<file path="src/rtl/bb3_pkg.sv">
// Package of the 3x3 box blur: frame limits, field widths, register indexes,
// the queue entry type and the reciprocal table of the rounding divider.
// Used by the queue, front, back and top level of the block and by its testbench.
package bb3_pkg;

  localparam int MAX_WIDTH = 1024;
  localparam int MAX_HEIGHT = 4096;
  localparam int COL_W = $clog2(MAX_WIDTH);
  localparam int OROW_W = $clog2(MAX_HEIGHT);
  localparam int ROW_W = OROW_W + 1;
  localparam int FW_W = 11;
  localparam int FH_W = 13;
  localparam int CFG_W = 13;
  localparam int PIX_W = 24;
  localparam int CH_W = 8;
  localparam int SUM_W = 12;
  localparam int CNT_W = 4;
  localparam int NUM_W = 13;
  localparam int RECIP_K = 19;
  localparam int RECIP_W = 19;
  localparam int QDEPTH = 4;
  localparam int QAW = $clog2(QDEPTH);

  localparam logic [FW_W-1:0] FW_RESET = FW_W'(640);
  localparam logic [FH_W-1:0] FH_RESET = FH_W'(480);

  localparam logic OP_PUSH = 1'b0;
  localparam logic OP_DRAIN = 1'b1;

  localparam logic REG_FRAME_WIDTH = 1'b0;
  localparam logic REG_FRAME_HEIGHT = 1'b1;

  typedef struct packed {
    logic [PIX_W-1:0] px;
    logic [COL_W-1:0] addr;
    logic             emit;
    logic             use_left;
    logic             use_right;
    logic             use_top;
    logic             use_bottom;
    logic             frame_end;
  } adv_t;

  // Rounded-up 2^19 / (2n) for every neighbor count that can occur.
  function automatic logic [RECIP_W-1:0] recip(input logic [CNT_W-1:0] n);
    logic [RECIP_W-1:0] r;
    unique case (n)
      CNT_W'(1): r = RECIP_W'(262144);
      CNT_W'(2): r = RECIP_W'(131072);
      CNT_W'(3): r = RECIP_W'(87382);
      CNT_W'(4): r = RECIP_W'(65536);
      CNT_W'(6): r = RECIP_W'(43691);
      CNT_W'(9): r = RECIP_W'(29128);
      default:   r = '0;
    endcase
    return r;
  endfunction

endpackage

</file>
<file path="src/rtl/bb3_queue.sv">
// Short queue of pipeline steps between the front and back parts of the blur.
// Depends on bb3_pkg.
module bb3_queue (
  input  logic          clk,
  input  logic          rst,
  input  logic          push,
  input  bb3_pkg::adv_t push_data,
  output logic          full,
  input  logic          pop,
  output logic          pop_valid,
  output bb3_pkg::adv_t pop_data
);
  import bb3_pkg::*;

  adv_t           slots [QDEPTH];
  logic [QAW-1:0] wr_ptr;
  logic [QAW-1:0] rd_ptr;
  logic [QAW:0]   count;

  assign full = (count == (QAW+1)'(QDEPTH));
  assign pop_valid = (count != '0);
  assign pop_data = slots[rd_ptr];

  always_ff @(posedge clk) begin
    if (push) begin
      slots[wr_ptr] <= push_data;
    end
  end

  always_ff @(posedge clk) begin
    if (rst) begin
      wr_ptr <= '0;
      rd_ptr <= '0;
      count <= '0;
    end else begin
      if (push) begin
        wr_ptr <= wr_ptr + QAW'(1);
      end
      if (pop) begin
        rd_ptr <= rd_ptr + QAW'(1);
      end
      if (push && !pop) begin
        count <= count + (QAW+1)'(1);
      end else if (pop && !push) begin
        count <= count - (QAW+1)'(1);
      end
    end
  end

endmodule

</file>
<file path="config.mk">
export PLATFORM = sky130hd
export DESIGN_NAME = bb3_queue
export DESIGN_NICKNAME = d
export VERILOG_FILES = /design/src/rtl/bb3_pkg.sv /design/src/rtl/bb3_queue.sv
export SDC_FILE = /design/constraint.sdc
export NUM_CORES = 1
export LEC_CHECK = 0
export BUFFER_PORTS_ARGS = -buffer_cell sky130_fd_sc_hd__buf_4
export CORE_MARGIN = 2
export CORE_UTILIZATION = 51
export CTS_CLUSTER_SIZE = 40
export DETAILED_ROUTE_END_ITERATION = 10
export GPL_TIMING_DRIVEN = 0
export PLACE_DENSITY = 0.76
export SYNTH_ARGS = -nofsm -noshare
export SYNTH_HDL_FRONTEND = slang
export SYNTH_SLANG_ARGS = --single-unit
export TNS_END_PERCENT = 50
</file>
<file path="constraint.sdc">
create_clock -name clk -period 2.05 [get_ports clk]
set_clock_uncertainty 0.15 [all_clocks]
set_input_delay 0.3075 -clock clk [delete_from_list [all_inputs] [get_ports clk]]
set_output_delay 0.3075 -clock clk [all_outputs]
set_load 0.02 [all_outputs]
</file>
==> flow_summary.json <==
{
  "max_freq_mhz": 458,
  "finalSetupTns_ps": -4390,
  "fillCellCount": 761,
  "finalHoldViolations": 0,
  "synth_top_area_cell": "edfxtp_1",
  "gr-total-overflow": 0,
  "fin_ws_ps": -133,
  "status": "finished, violations left",
  "gp_congestion": 0.660,
  "required_ps": 1590,
  "min_period_ps": 2180,
  "syn_area_per_cell_um2": 24.7,
  "h-tree-depth": 4,
  "grt_usage": 0.174,
  "p_leak_nw": 2.89,
  "cts_tree": "built",
  "syn_to_final_growth_pct": 32.5,
  "grt_busiest_layer": "met2",
  "path_class": "register to output pin",
  "max_cap_viol_count": 0,
  "clock_path_buffers": 2,
  "die_y_um": 115,
  "antenna_found_initial": 0,
  "post_cts_buffers": 0,
  "setup_viol": 40,
  "grt_pass1_wl_um": 16200,
  "io_pins": 86,
  "grt_util_met3": 0.0482,
  "port_buffers": 84,
  "die_area_um2": 13200,
  "worstSetupStartpointType": "register",
  "met1_usage": 0.214,
  "syn_nets": 303,
  "die_x_um": 115,
  "end_kind": "output pin",
  "drc": 0,
  "seqCellArea_um2": 4990,
  "yosys-top-cells-area": "edfxtp_1 77%, mux4_2 14%, dfxtp_1 2.9%, buf_12 1.3%, ha_1 1.0%",
  "drive_gt1_frac": 0.415,
  "fin_crit_sh": 1.07,
  "rsz0062_at_grt": "true",
  "diodes": 0,
  "cts-root-buf": "clkbuf_16",
  "core_area_um2": 12000,
  "maxSlewHeadroom": 0.582,
  "ir_drop_mv": 0.584,
  "hold_path.class": "primary input to register",
  "worstMarginPinSlew_ps": 627,
  "synth.distinct_cells": 20,
  "avgViaCountPerCell": 5.38,
  "drt-total-wl_um": 10700,
  "row_count": 40,
  "synthesis.instances": 253,
  "synth.top_cell.area_share": 0.769,
  "initial_utilization": 0.522,
  "clock_latency_ps": 420,
  "routedWlPerCell_um": 19.2,
  "grt_pass1_vias": 3135,
  "multi_input_area_um2": 1140,
  "synth_warnings": 0,
  "met2_usage": 0.290,
  "firstDrtPassIters": 4,
  "postRouteAntennaNets": 0,
  "clkSinkCount": 169,
  "synth-seq-cells": 169,
  "violations": "setup timing",
  "seq_area_frac_synth": 0.798,
  "dp_hpwl_um": 6090,
  "drtIter0Drc": 255,
  "worstPathArrival_ps": 1730,
  "cp_max_fo": 10,
  "numCtsBuffers": 17,
  "path_clk_slew_ps": 60,
  "power_density_nw_per_um2": 1000,
  "grt_max_degree": 41,
  "vias": 3005,
  "synth_area_um2": 6250,
  "drv_slew": 0,
  "final_nets": 449,
  "finalCoreUtilization": 0.692
}
[worst max-delay path, stage by stage (launching register included)]
cell and delay (ps):
dfxtp_2 320, buf_6 130, buf_12 150, mux4_2 540, buf_6 150
[path summary, 6_finish.rpt]
path | start | end | slack, ps | depth (start not counted)
min | push | wr_ptr[0] | 50 | 3
min reg2reg | count[2] | count[2] | 360 | 2
max | register | pop_data[2] | -130 | 4
max reg2reg | wr_ptr[0] | slots[3][4] | 320 | 3
[synth_stat cells]
cell type and count:
edfxtp_1 160, mux4_2 40, dfxtp_1 9, nor2_1 7, ha_1 5, and2_1 4, buf_12 4, buf_2 4
inv_1 4, xor2_1 3, mux2i_1 2, or3_1 2, xnor2_1 2, a21oi_1 1, buf_6 1, clkbuf_1 1
fa_1 1, nand2_1 1, nor3b_1 1, o21ai_0 1
[state kept, by name, summed over array words and instances (netlist names), named ones only]
signal / flops
slots: 160
rd_ptr: 2
count: 3
wr_ptr: 2
[placed cells by master (no fill, tap or decap), types with 4 or more instances in the layout]
cell type and n:
inv_1 4, edfxtp_1 160, clkbuf_8 8, buf_12 7, mux4_2 40, buf_6 41, dfxtp_1 8, buf_4 44
dlygate4sd3_1 40, clkbuf_16 17, buf_2 4, nor2_1 7, ha_1 5
[report_power, final]
part           total (W)  switching, W  internal [W]
logic            0.00114      0.000541      0.000602
registers        0.00401     0.0000482       0.00396
clock network    0.00313       0.00120       0.00192
[stage by stage]
step           area [um2]  setup WS, ps  power (W)  instances  hold slack (ps)
2_1_floorplan        6250         -11.8    0.00466        253              256
3_3_place_gp         7060          -770    0.00504        484              333
3_5_place_dp         7130          8.62    0.00508        487              359
4_1_cts              8280          -161    0.00835        559             32.5
5_1_grt              8280          -189    0.00855        559             66.1
6_report             8280          -133    0.00828        559             49.7
[kinds of logic after synthesis]
kind of cell / Yosys count / share of synthesized area
fa+ha+maj: 6 / 0.0132
flops: 169 / 0.798
mux: 42 / 0.147
xor+xnor: 5 / 0.00701
simple gates: 15 / 0.0120
buf+inv: 14 / 0.0208
compound gates: 2 / 0.00160
[repair_timing]
action,in CTS,in global routing
endpoints found under the setup margin,40,80
endpoints found under the hold margin,160,0
hold buffers,40,0
resized for setup,41,1
[routing by layer]
metal  up-vias  wire length (um)
met2        98              5480
met4         0               190
met5         -                 0
met3        15               505
met1      1544              4550
li1       1348                 -
[cell type report]
| class | count | share of cell area |
|---|---|---|
| Sequential cell | 169 | 0.602 |
| Multi-Input combinational cell | 70 | 0.138 |
| Timing Repair Buffer | 127 | 0.150 |
| Clock inverter | 6 | 0.00710 |
| Tap cell | 147 | 0.0222 |
| Clock buffer | 26 | 0.0651 |
| Buffer | 10 | 0.0139 |
| Inverter | 4 | 0.00181 |
Power figures use the tool's default switching activity.
