===== src/rtl/bb3_pkg.sv =====
// Package of the 3x3 box blur: frame limits, field widths, register indexes,
// the queue entry type and the reciprocal table of the rounding divider.
// Used by the queue, front, back and top level of the block and by its testbench.
package bb3_pkg;

  localparam int MAX_WIDTH = 1024;
  localparam int MAX_HEIGHT = 4096;
  localparam int COL_W = $clog2(MAX_WIDTH);
  localparam int OROW_W = $clog2(MAX_HEIGHT);
  localparam int ROW_W = OROW_W + 1;
  localparam int FW_W = 11;
  localparam int FH_W = 13;
  localparam int CFG_W = 13;
  localparam int PIX_W = 24;
  localparam int CH_W = 8;
  localparam int SUM_W = 12;
  localparam int CNT_W = 4;
  localparam int NUM_W = 13;
  localparam int RECIP_K = 19;
  localparam int RECIP_W = 19;
  localparam int QDEPTH = 4;
  localparam int QAW = $clog2(QDEPTH);

  localparam logic [FW_W-1:0] FW_RESET = FW_W'(640);
  localparam logic [FH_W-1:0] FH_RESET = FH_W'(480);

  localparam logic OP_PUSH = 1'b0;
  localparam logic OP_DRAIN = 1'b1;

  localparam logic REG_FRAME_WIDTH = 1'b0;
  localparam logic REG_FRAME_HEIGHT = 1'b1;

  typedef struct packed {
    logic [PIX_W-1:0] px;
    logic [COL_W-1:0] addr;
    logic             emit;
    logic             use_left;
    logic             use_right;
    logic             use_top;
    logic             use_bottom;
    logic             frame_end;
  } adv_t;

  // Rounded-up 2^19 / (2n) for every neighbor count that can occur.
  function automatic logic [RECIP_W-1:0] recip(input logic [CNT_W-1:0] n);
    logic [RECIP_W-1:0] r;
    unique case (n)
      CNT_W'(1): r = RECIP_W'(262144);
      CNT_W'(2): r = RECIP_W'(131072);
      CNT_W'(3): r = RECIP_W'(87382);
      CNT_W'(4): r = RECIP_W'(65536);
      CNT_W'(6): r = RECIP_W'(43691);
      CNT_W'(9): r = RECIP_W'(29128);
      default:   r = '0;
    endcase
    return r;
  endfunction

endpackage


===== src/rtl/bb3_stream_if.sv =====
// Stream interfaces of the 3x3 box blur: pixel beats in and blurred beats out.
// Depends on nothing.
interface bb3_in_if;
  logic       valid;
  logic       ready;
  logic       operation;
  logic [7:0] red_in;
  logic [7:0] green_in;
  logic [7:0] blue_in;
  modport source (output valid, operation, red_in, green_in, blue_in, input ready);
  modport sink (input valid, operation, red_in, green_in, blue_in, output ready);
endinterface



===== src/rtl/bb3_front.sv =====
// Front part of the blur: takes input beats and configuration, tracks input and
// output positions, and queues pipeline steps with their edge masks. Depends on bb3_pkg.
module bb3_front (
  input  logic                       clk,
  input  logic                       rst,
  input  logic                       cfg_we,
  input  logic                       cfg_index,
  input  logic [bb3_pkg::CFG_W-1:0]  cfg_data,
  bb3_in_if.sink                     pixel_in,
  input  logic                       full,
  output logic                       push,
  output bb3_pkg::adv_t              entry
);
  import bb3_pkg::*;

  logic [FW_W-1:0]   fw;
  logic [FH_W-1:0]   fh;
  logic [COL_W-1:0]  col;
  logic [ROW_W-1:0]  row;
  logic [COL_W-1:0]  ocol;
  logic [OROW_W-1:0] orow;
  logic              pend;

  logic accept, in_frame, push_px, drain, is_emit;
  logic last_col, olast_col, olast_row;
  logic [FW_W-1:0] wval;
  logic [FH_W-1:0] hval;

  assign pixel_in.ready = !pend && !full;
  assign accept = pixel_in.valid && pixel_in.ready;
  assign in_frame = row < ROW_W'(fh);
  assign push_px = accept && (pixel_in.operation == OP_PUSH) && in_frame;
  assign drain = accept && (pixel_in.operation == OP_DRAIN) && !in_frame;
  assign push = push_px || drain || (pend && !full);

  assign is_emit = (row >= ROW_W'(2)) || ((row == ROW_W'(1)) && (col != '0));
  assign last_col = ({1'b0, col} == fw - FW_W'(1));
  assign olast_col = ({1'b0, ocol} == fw - FW_W'(1));
  assign olast_row = ({1'b0, orow} == fh - FH_W'(1));

  always_comb begin
    entry.px = push_px ? {pixel_in.red_in, pixel_in.green_in, pixel_in.blue_in} : '0;
    entry.addr = col;
    entry.emit = is_emit;
    entry.use_left = (ocol != '0);
    entry.use_right = !olast_col;
    entry.use_top = (orow != '0);
    entry.use_bottom = !olast_row;
    entry.frame_end = is_emit && olast_col && olast_row;
  end

  always_comb begin
    wval = cfg_data[FW_W-1:0];
    if (wval == '0) begin
      wval = FW_W'(1);
    end else if (wval > FW_W'(MAX_WIDTH)) begin
      wval = FW_W'(MAX_WIDTH);
    end
    hval = cfg_data[FH_W-1:0];
    if (hval == '0) begin
      hval = FH_W'(1);
    end else if (hval > FH_W'(MAX_HEIGHT)) begin
      hval = FH_W'(MAX_HEIGHT);
    end
  end

  always_ff @(posedge clk) begin
    if (rst) begin
      fw <= FW_RESET;
      fh <= FH_RESET;
      col <= '0;
      row <= '0;
      ocol <= '0;
      orow <= '0;
      pend <= 1'b0;
    end else if (cfg_we) begin
      if (cfg_index == REG_FRAME_WIDTH) begin
        fw <= wval;
      end else begin
        fh <= hval;
      end
      col <= '0;
      row <= '0;
      ocol <= '0;
      orow <= '0;
      pend <= 1'b0;
    end else begin
      if (drain && !is_emit) begin
        pend <= 1'b1;
      end else if (pend && !full) begin
        pend <= 1'b0;
      end
      if (push) begin
        if (entry.frame_end) begin
          col <= '0;
          row <= '0;
          ocol <= '0;
          orow <= '0;
        end else begin
          if (last_col) begin
            col <= '0;
            row <= row + ROW_W'(1);
          end else begin
            col <= col + COL_W'(1);
          end
          if (is_emit) begin
            if (olast_col) begin
              ocol <= '0;
              orow <= orow + OROW_W'(1);
            end else begin
              ocol <= ocol + COL_W'(1);
            end
          end
        end
      end
    end
  end

  a_frame_restart: assert property (@(posedge clk) disable iff (rst)
    push && entry.frame_end |=> (ocol == '0) && (orow == '0) && (row == '0))
    else $error("output position not restarted after the last pixel of a frame");

endmodule


===== src/flat_wrapper.sv =====
// flat-port wrapper written by rule: the top's interface ports become plain ports
module bb3_front_flat import bb3_pkg::*;
  (clk, rst, cfg_we, cfg_index, cfg_data, full, push, entry, pixel_in_valid, pixel_in_operation, pixel_in_red_in, pixel_in_green_in, pixel_in_blue_in, pixel_in_ready);
  bb3_in_if pixel_in_i ();
  input  logic clk;
  input  logic rst;
  input  logic cfg_we;
  input  logic cfg_index;
  input  logic [bb3_pkg::CFG_W-1:0] cfg_data;
  input  logic full;
  output logic push;
  output bb3_pkg::adv_t entry;
  input wire logic [$bits(pixel_in_i.valid)-1:0] pixel_in_valid;
  input wire logic [$bits(pixel_in_i.operation)-1:0] pixel_in_operation;
  input wire logic [$bits(pixel_in_i.red_in)-1:0] pixel_in_red_in;
  input wire logic [$bits(pixel_in_i.green_in)-1:0] pixel_in_green_in;
  input wire logic [$bits(pixel_in_i.blue_in)-1:0] pixel_in_blue_in;
  output wire logic [$bits(pixel_in_i.ready)-1:0] pixel_in_ready;
  assign pixel_in_i.valid = pixel_in_valid;
  assign pixel_in_i.operation = pixel_in_operation;
  assign pixel_in_i.red_in = pixel_in_red_in;
  assign pixel_in_i.green_in = pixel_in_green_in;
  assign pixel_in_i.blue_in = pixel_in_blue_in;
  assign pixel_in_ready = pixel_in_i.ready;
  bb3_front u_core (.clk(clk), .rst(rst), .cfg_we(cfg_we), .cfg_index(cfg_index), .cfg_data(cfg_data), .pixel_in(pixel_in_i), .full(full), .push(push), .entry(entry));
endmodule

===== config.mk =====
export PLATFORM = sky130hd
export DESIGN_NAME = bb3_front_flat
export DESIGN_NICKNAME = d
export VERILOG_FILES = /design/src/rtl/bb3_pkg.sv /design/src/rtl/bb3_stream_if.sv /design/src/rtl/bb3_front.sv /design/src/flat_wrapper.sv
export SDC_FILE = /design/constraint.sdc
export NUM_CORES = 1
export LEC_CHECK = 0
export BUFFER_PORTS_ARGS = -buffer_cell sky130_fd_sc_hd__buf_4
export CAP_MARGIN = 20
export CORE_UTILIZATION = 55
export DETAILED_ROUTE_END_ITERATION = 8
export PLACE_DENSITY = 0.85
export SLEW_MARGIN = 10
export SYNTH_ARGS = -nofsm -noshare
export SYNTH_HDL_FRONTEND = slang
export SYNTH_SLANG_ARGS = --single-unit

===== constraint.sdc =====
create_clock -name clk -period 10.2 [get_ports clk]
set_input_delay 0.51 -clock clk [delete_from_list [all_inputs] [get_ports clk]]
set_output_delay 0.51 -clock clk [all_outputs]
set_load 0.02 [all_outputs]

==> results_tabular.tex <==
\begin{tabular}{lr}
\hline
Metric & Value \\
\hline
\multicolumn{2}{l}{\textbf{Outcome}} \\
Run status & finished clean \\
\multicolumn{2}{l}{\textbf{Detailed routing}} \\
Routed vias/inst & 6.43 \\
Iteration-0 DRC Markers & 409 \\
DRC violation count after routing & 0 \\
Sum of routed wire length over all layers & 14.2 mm \\
Count of antenna-violating nets left after detailed routing & 0 \\
Pre-antenna DRT Iters & 6 \\
Routed length per instance & 17.1 um \\
Via count & 5321 \\
\multicolumn{2}{l}{\textbf{Synth}} \\
Average cell area after synthesis & 7.79 sq um \\
Dominant combinational cell family by area after synthesis & simple AND/OR/NAND/NOR gates \\
Compound-gate portion of the synthesized area & 18.4\% \\
Fraction of registers with async set or reset after synthesis & 0\% \\
Simple-Gate Fraction of Synth Area & 32.4\% \\
Gate Count Post-Synth & 660 \\
EDFF count, synth & 0 \\
Sequential area share after synthesis & 27.3\% \\
Distinct cells, synth & 72 \\
Cell area after technology mapping & 5140 sq um \\
YS warnings & 0 \\
Adder-cell area share of the yosys netlist & 5.99\% \\
Synthesized flop and latch total & 70 \\
XOR/XNOR Fraction of Synth Area & 8.74\% \\
Multiplexer share of the synthesized area & 0.998\% \\
Synthesized net count & 727 \\
Dominant synthesized flop cell & dfxtp\_1 \\
\multicolumn{2}{l}{\textbf{Floorplan}} \\
Number of I/O pins & 86 \\
Height of the die & 98.7 um \\
Number of rows in the core area & 34 \\
Core Footprint & 8890 sq um \\
Starting density of the core & 57.8\% \\
DIE AREA & 9740 sq um \\
Overall die width & 98.7 um \\
\multicolumn{2}{l}{\textbf{Clock network}} \\
Number of buffers inserted by hold repair at cts & 0 \\
Clock slew seen by the registers of the worst setup and hold paths & 0.07 ns \\
Post-CTS Setup Bufs & 0 \\
H-tree lvl count & 3 \\
Root buffer selected by CTS & clkbuf\_8 \\
Clock tree from TritonCTS & built \\
Clk\_lat worst skew & 0.36 ns \\
Number of buffers created by CTS & 9 \\
Sink Count & 70 \\
Resize count post-CTS & 0 \\
Maximum clock insertion buffer count & 2 \\
\multicolumn{2}{l}{\textbf{Power and ir drop}} \\
Internal power component & 0.000469 W \\
Proportion of power drawn by flip-flops and latches & 45.0\% \\
Power density over the cells & 106 nW/um\^{}2 \\
Leak Pwr & 2.22 nW \\
Sw frac & 26.5\% \\
Combinational power share & 14.1\% \\
Clock power share & 40.9\% \\
Net switching power & 0.000169 W \\
Largest vdd supply drop & 0.0593 mV \\
\multicolumn{2}{l}{\textbf{Timing}} \\
Setup violations, final & 0 \\
Setup repair after global routing missed its margin & false \\
Worst max-slew margin expressed relative to the limit & 36.9\% \\
Count of pins over their slew limit & 0 \\
Final-report hold violation count & 0 \\
Post-Route Setup TNS & 0 ns \\
Worst slew pin tran & 0.934 ns \\
Worst Clk Skew & 0.0137 ns \\
Min cycle time layout & 4.38 ns \\
Final critical-path share of the clock period & 43.0\% \\
Achievable Freq & 228 MHz \\
\multicolumn{2}{l}{\textbf{Global route}} \\
Overflow left after global routing & 0 \\
Wire length of the first global-routing pass & 23.5 mm \\
Pin count of the biggest net entering global routing & 27 \\
Overall fraction of global-route tracks in use & 30.1\% \\
Initial antenna violation count & 0 \\
Via count of the first global-routing pass & 4994 \\
\multicolumn{2}{l}{\textbf{Worst setup path}} \\
Crit path arrival time & 3.87 ns \\
Highest net fanout along the worst path & 7 \\
Critical path required time & 9.69 ns \\
Critical path startpoint category & register \\
Critical Path Sink Type & primary output \\
Critical Setup Path Class & reg2out \\
\multicolumn{2}{l}{\textbf{Layout}} \\
Post-synthesis to final-layout area growth & 16.7\% \\
Most frequent cells in the layout & buf\_4 (88), dfxtp\_1 (70), nor2\_1 (68), a21oi\_1 (48), inv\_1 (38) \\
Cell area after layout & 6000 sq um \\
Most common cell after layout, fill and taps aside & buf\_4 \\
Proportion of layout cells with a drive suffix above 1 & 17.1\% \\
Layout net count & 781 \\
Number of antenna diodes & 0 \\
\multicolumn{2}{l}{\textbf{Place}} \\
Post-place instance area & 5760 sq um \\
Port bufs & 85 \\
Routability congestion estimate from global placement & 0.956 \\
Detail Placement HPWL & 10.8 mm \\
\multicolumn{2}{l}{\textbf{Run}} \\
Max-capacitance violation count & 0 \\
\multicolumn{2}{l}{\textbf{Worst hold path}} \\
Hold WC Path Type & in2reg \\
\hline
\end{tabular}
==> metal layers <==
metal | up-vias | share of wire, % | track usage, %
met5 | - | 0 | 0
met4 | 0 | 2.8 | 12.4
met3 | 33 | 8.9 | 4.47
met2 | 294 | 47 | 50.0
met1 | 2485 | 42 | 39.2
li1 | 2509 | - | -
==> power groups by stage <==
| stage | registers, W | logic (W) | clock network (W) |
|---|---|---|---|
| 2_1_floorplan | 0.000287 | 0.0000611 | 0 |
| 3_3_place_gp | 0.000292 | 0.0000863 | 0 |
| 3_5_place_dp | 0.000293 | 0.0000886 | 0 |
| 4_1_cts | 0.000287 | 0.0000891 | 0.000260 |
| 5_1_grt | 0.000288 | 0.0000978 | 0.000274 |
| 6_report | 0.000287 | 0.0000899 | 0.000261 |
==> cells in the mapped netlist, types with 2 or more instances <==
library cell | n | area (sq um)
nand2b_1 | 9 | 56.3
and4_1 | 7 | 61.3
a2111o_1 | 3 | 33.8
nor3b_1 | 13 | 97.6
or4_4 | 2 | 22.5
nand2_1 | 29 | 109
o31ai_1 | 14 | 105
nand4_1 | 20 | 125
nand4b_1 | 3 | 26.3
maj3_1 | 2 | 20.0
a221o_1 | 6 | 60.1
ha_1 | 23 | 288
nand3_1 | 20 | 100
xor2_1 | 11 | 96.3
or3b_2 | 2 | 17.5
nor4_1 | 18 | 113
a21oi_1 | 48 | 240
nor3_1 | 19 | 95.1
or4b_1 | 2 | 20.0
o221ai_1 | 2 | 17.5
buf_1 | 6 | 22.5
nor4b_1 | 3 | 26.3
nor2_1 | 68 | 255
or2_2 | 5 | 31.3
nor2b_1 | 4 | 25.0
a211o_1 | 5 | 43.8
a22oi_1 | 9 | 67.6
nand3b_1 | 3 | 22.5
a2111oi_0 | 2 | 17.5
xnor2_1 | 35 | 307
a31oi_1 | 5 | 31.3
or4_1 | 16 | 120
o21ai_0 | 19 | 95.1
mux2i_1 | 4 | 40.0
and3_1 | 6 | 37.5
inv_1 | 38 | 143
or3_1 | 12 | 75.1
a311oi_1 | 2 | 17.5
dfxtp_1 | 70 | 1400
and2_1 | 27 | 169
clkbuf_1 | 36 | 135
o211ai_1 | 2 | 15.0
==> path summary, 6_finish.rpt <==
path,from,depth (start not counted),slack (ns),to
worst max-delay path,u_core.fh[2],8,5.82,entry[0]
worst min-delay path,cfg_index,2,0.39,u_core.fh[0]
worst max register to register,u_core.fw[0],9,6.22,u_core.orow[3]
worst min register to register,u_core.fh[12],2,0.49,u_core.fh[12]
==> through the flow <==
step	total power, W	instances	hold slack (ns)	worst slack (ns)	util [%]
2_1_floorplan	0.000348	660	0.436	6.34	-
3_3_place_gp	0.000379	811	0.447	6.34	64.8
3_5_place_dp	0.000382	811	0.475	6.22	64.8
4_1_cts	0.000636	827	0.385	5.85	67.5
5_1_grt	0.000659	827	0.412	5.70	67.5
6_report	0.000638	827	0.387	5.82	67.5
==> flip-flops by register name (all words and copies together), names as in the netlist <==
signal	flops
u_core.pend	1
u_core.fw	11
u_core.ocol	10
u_core.row	13
u_core.orow	12
u_core.col	10
u_core.fh	13
==> worst max-delay path, cell delays in order, from the launching register on <==
cell       delay (ns)
dfxtp_1          0.37
or4_1            0.67
or4_4            0.47
a211oi_2         0.25
or3b_1           0.41
a2111oi_4        0.59
inv_1            0.13
nor3_1           0.41
buf_4            0.22
==> cell families (layout without fill, tap and decap cells) <==
logic type,after synthesis,in the layout
AND/OR/NAND/NOR,294,294
AO/OA/AOI/OAI,135,135
buffers and inverters,83,142
flip-flops,70,70
XOR/XNOR,48,48
adder cells (fa/ha/maj),25,25
multiplexers,5,5
==> cell type report <==
type / count / area (sq um)
fillers: 751 / 2890
flip-flops and latches: 70 / 1400
multi-input cells: 507 / 3420
well taps: 108 / 135
repair buffers: 88 / 661
clock buffers: 11 / 151
clock inverters: 5 / 81.3
inverters: 38 / 143
No activity file was read; power rests on OpenSTA's default activity.
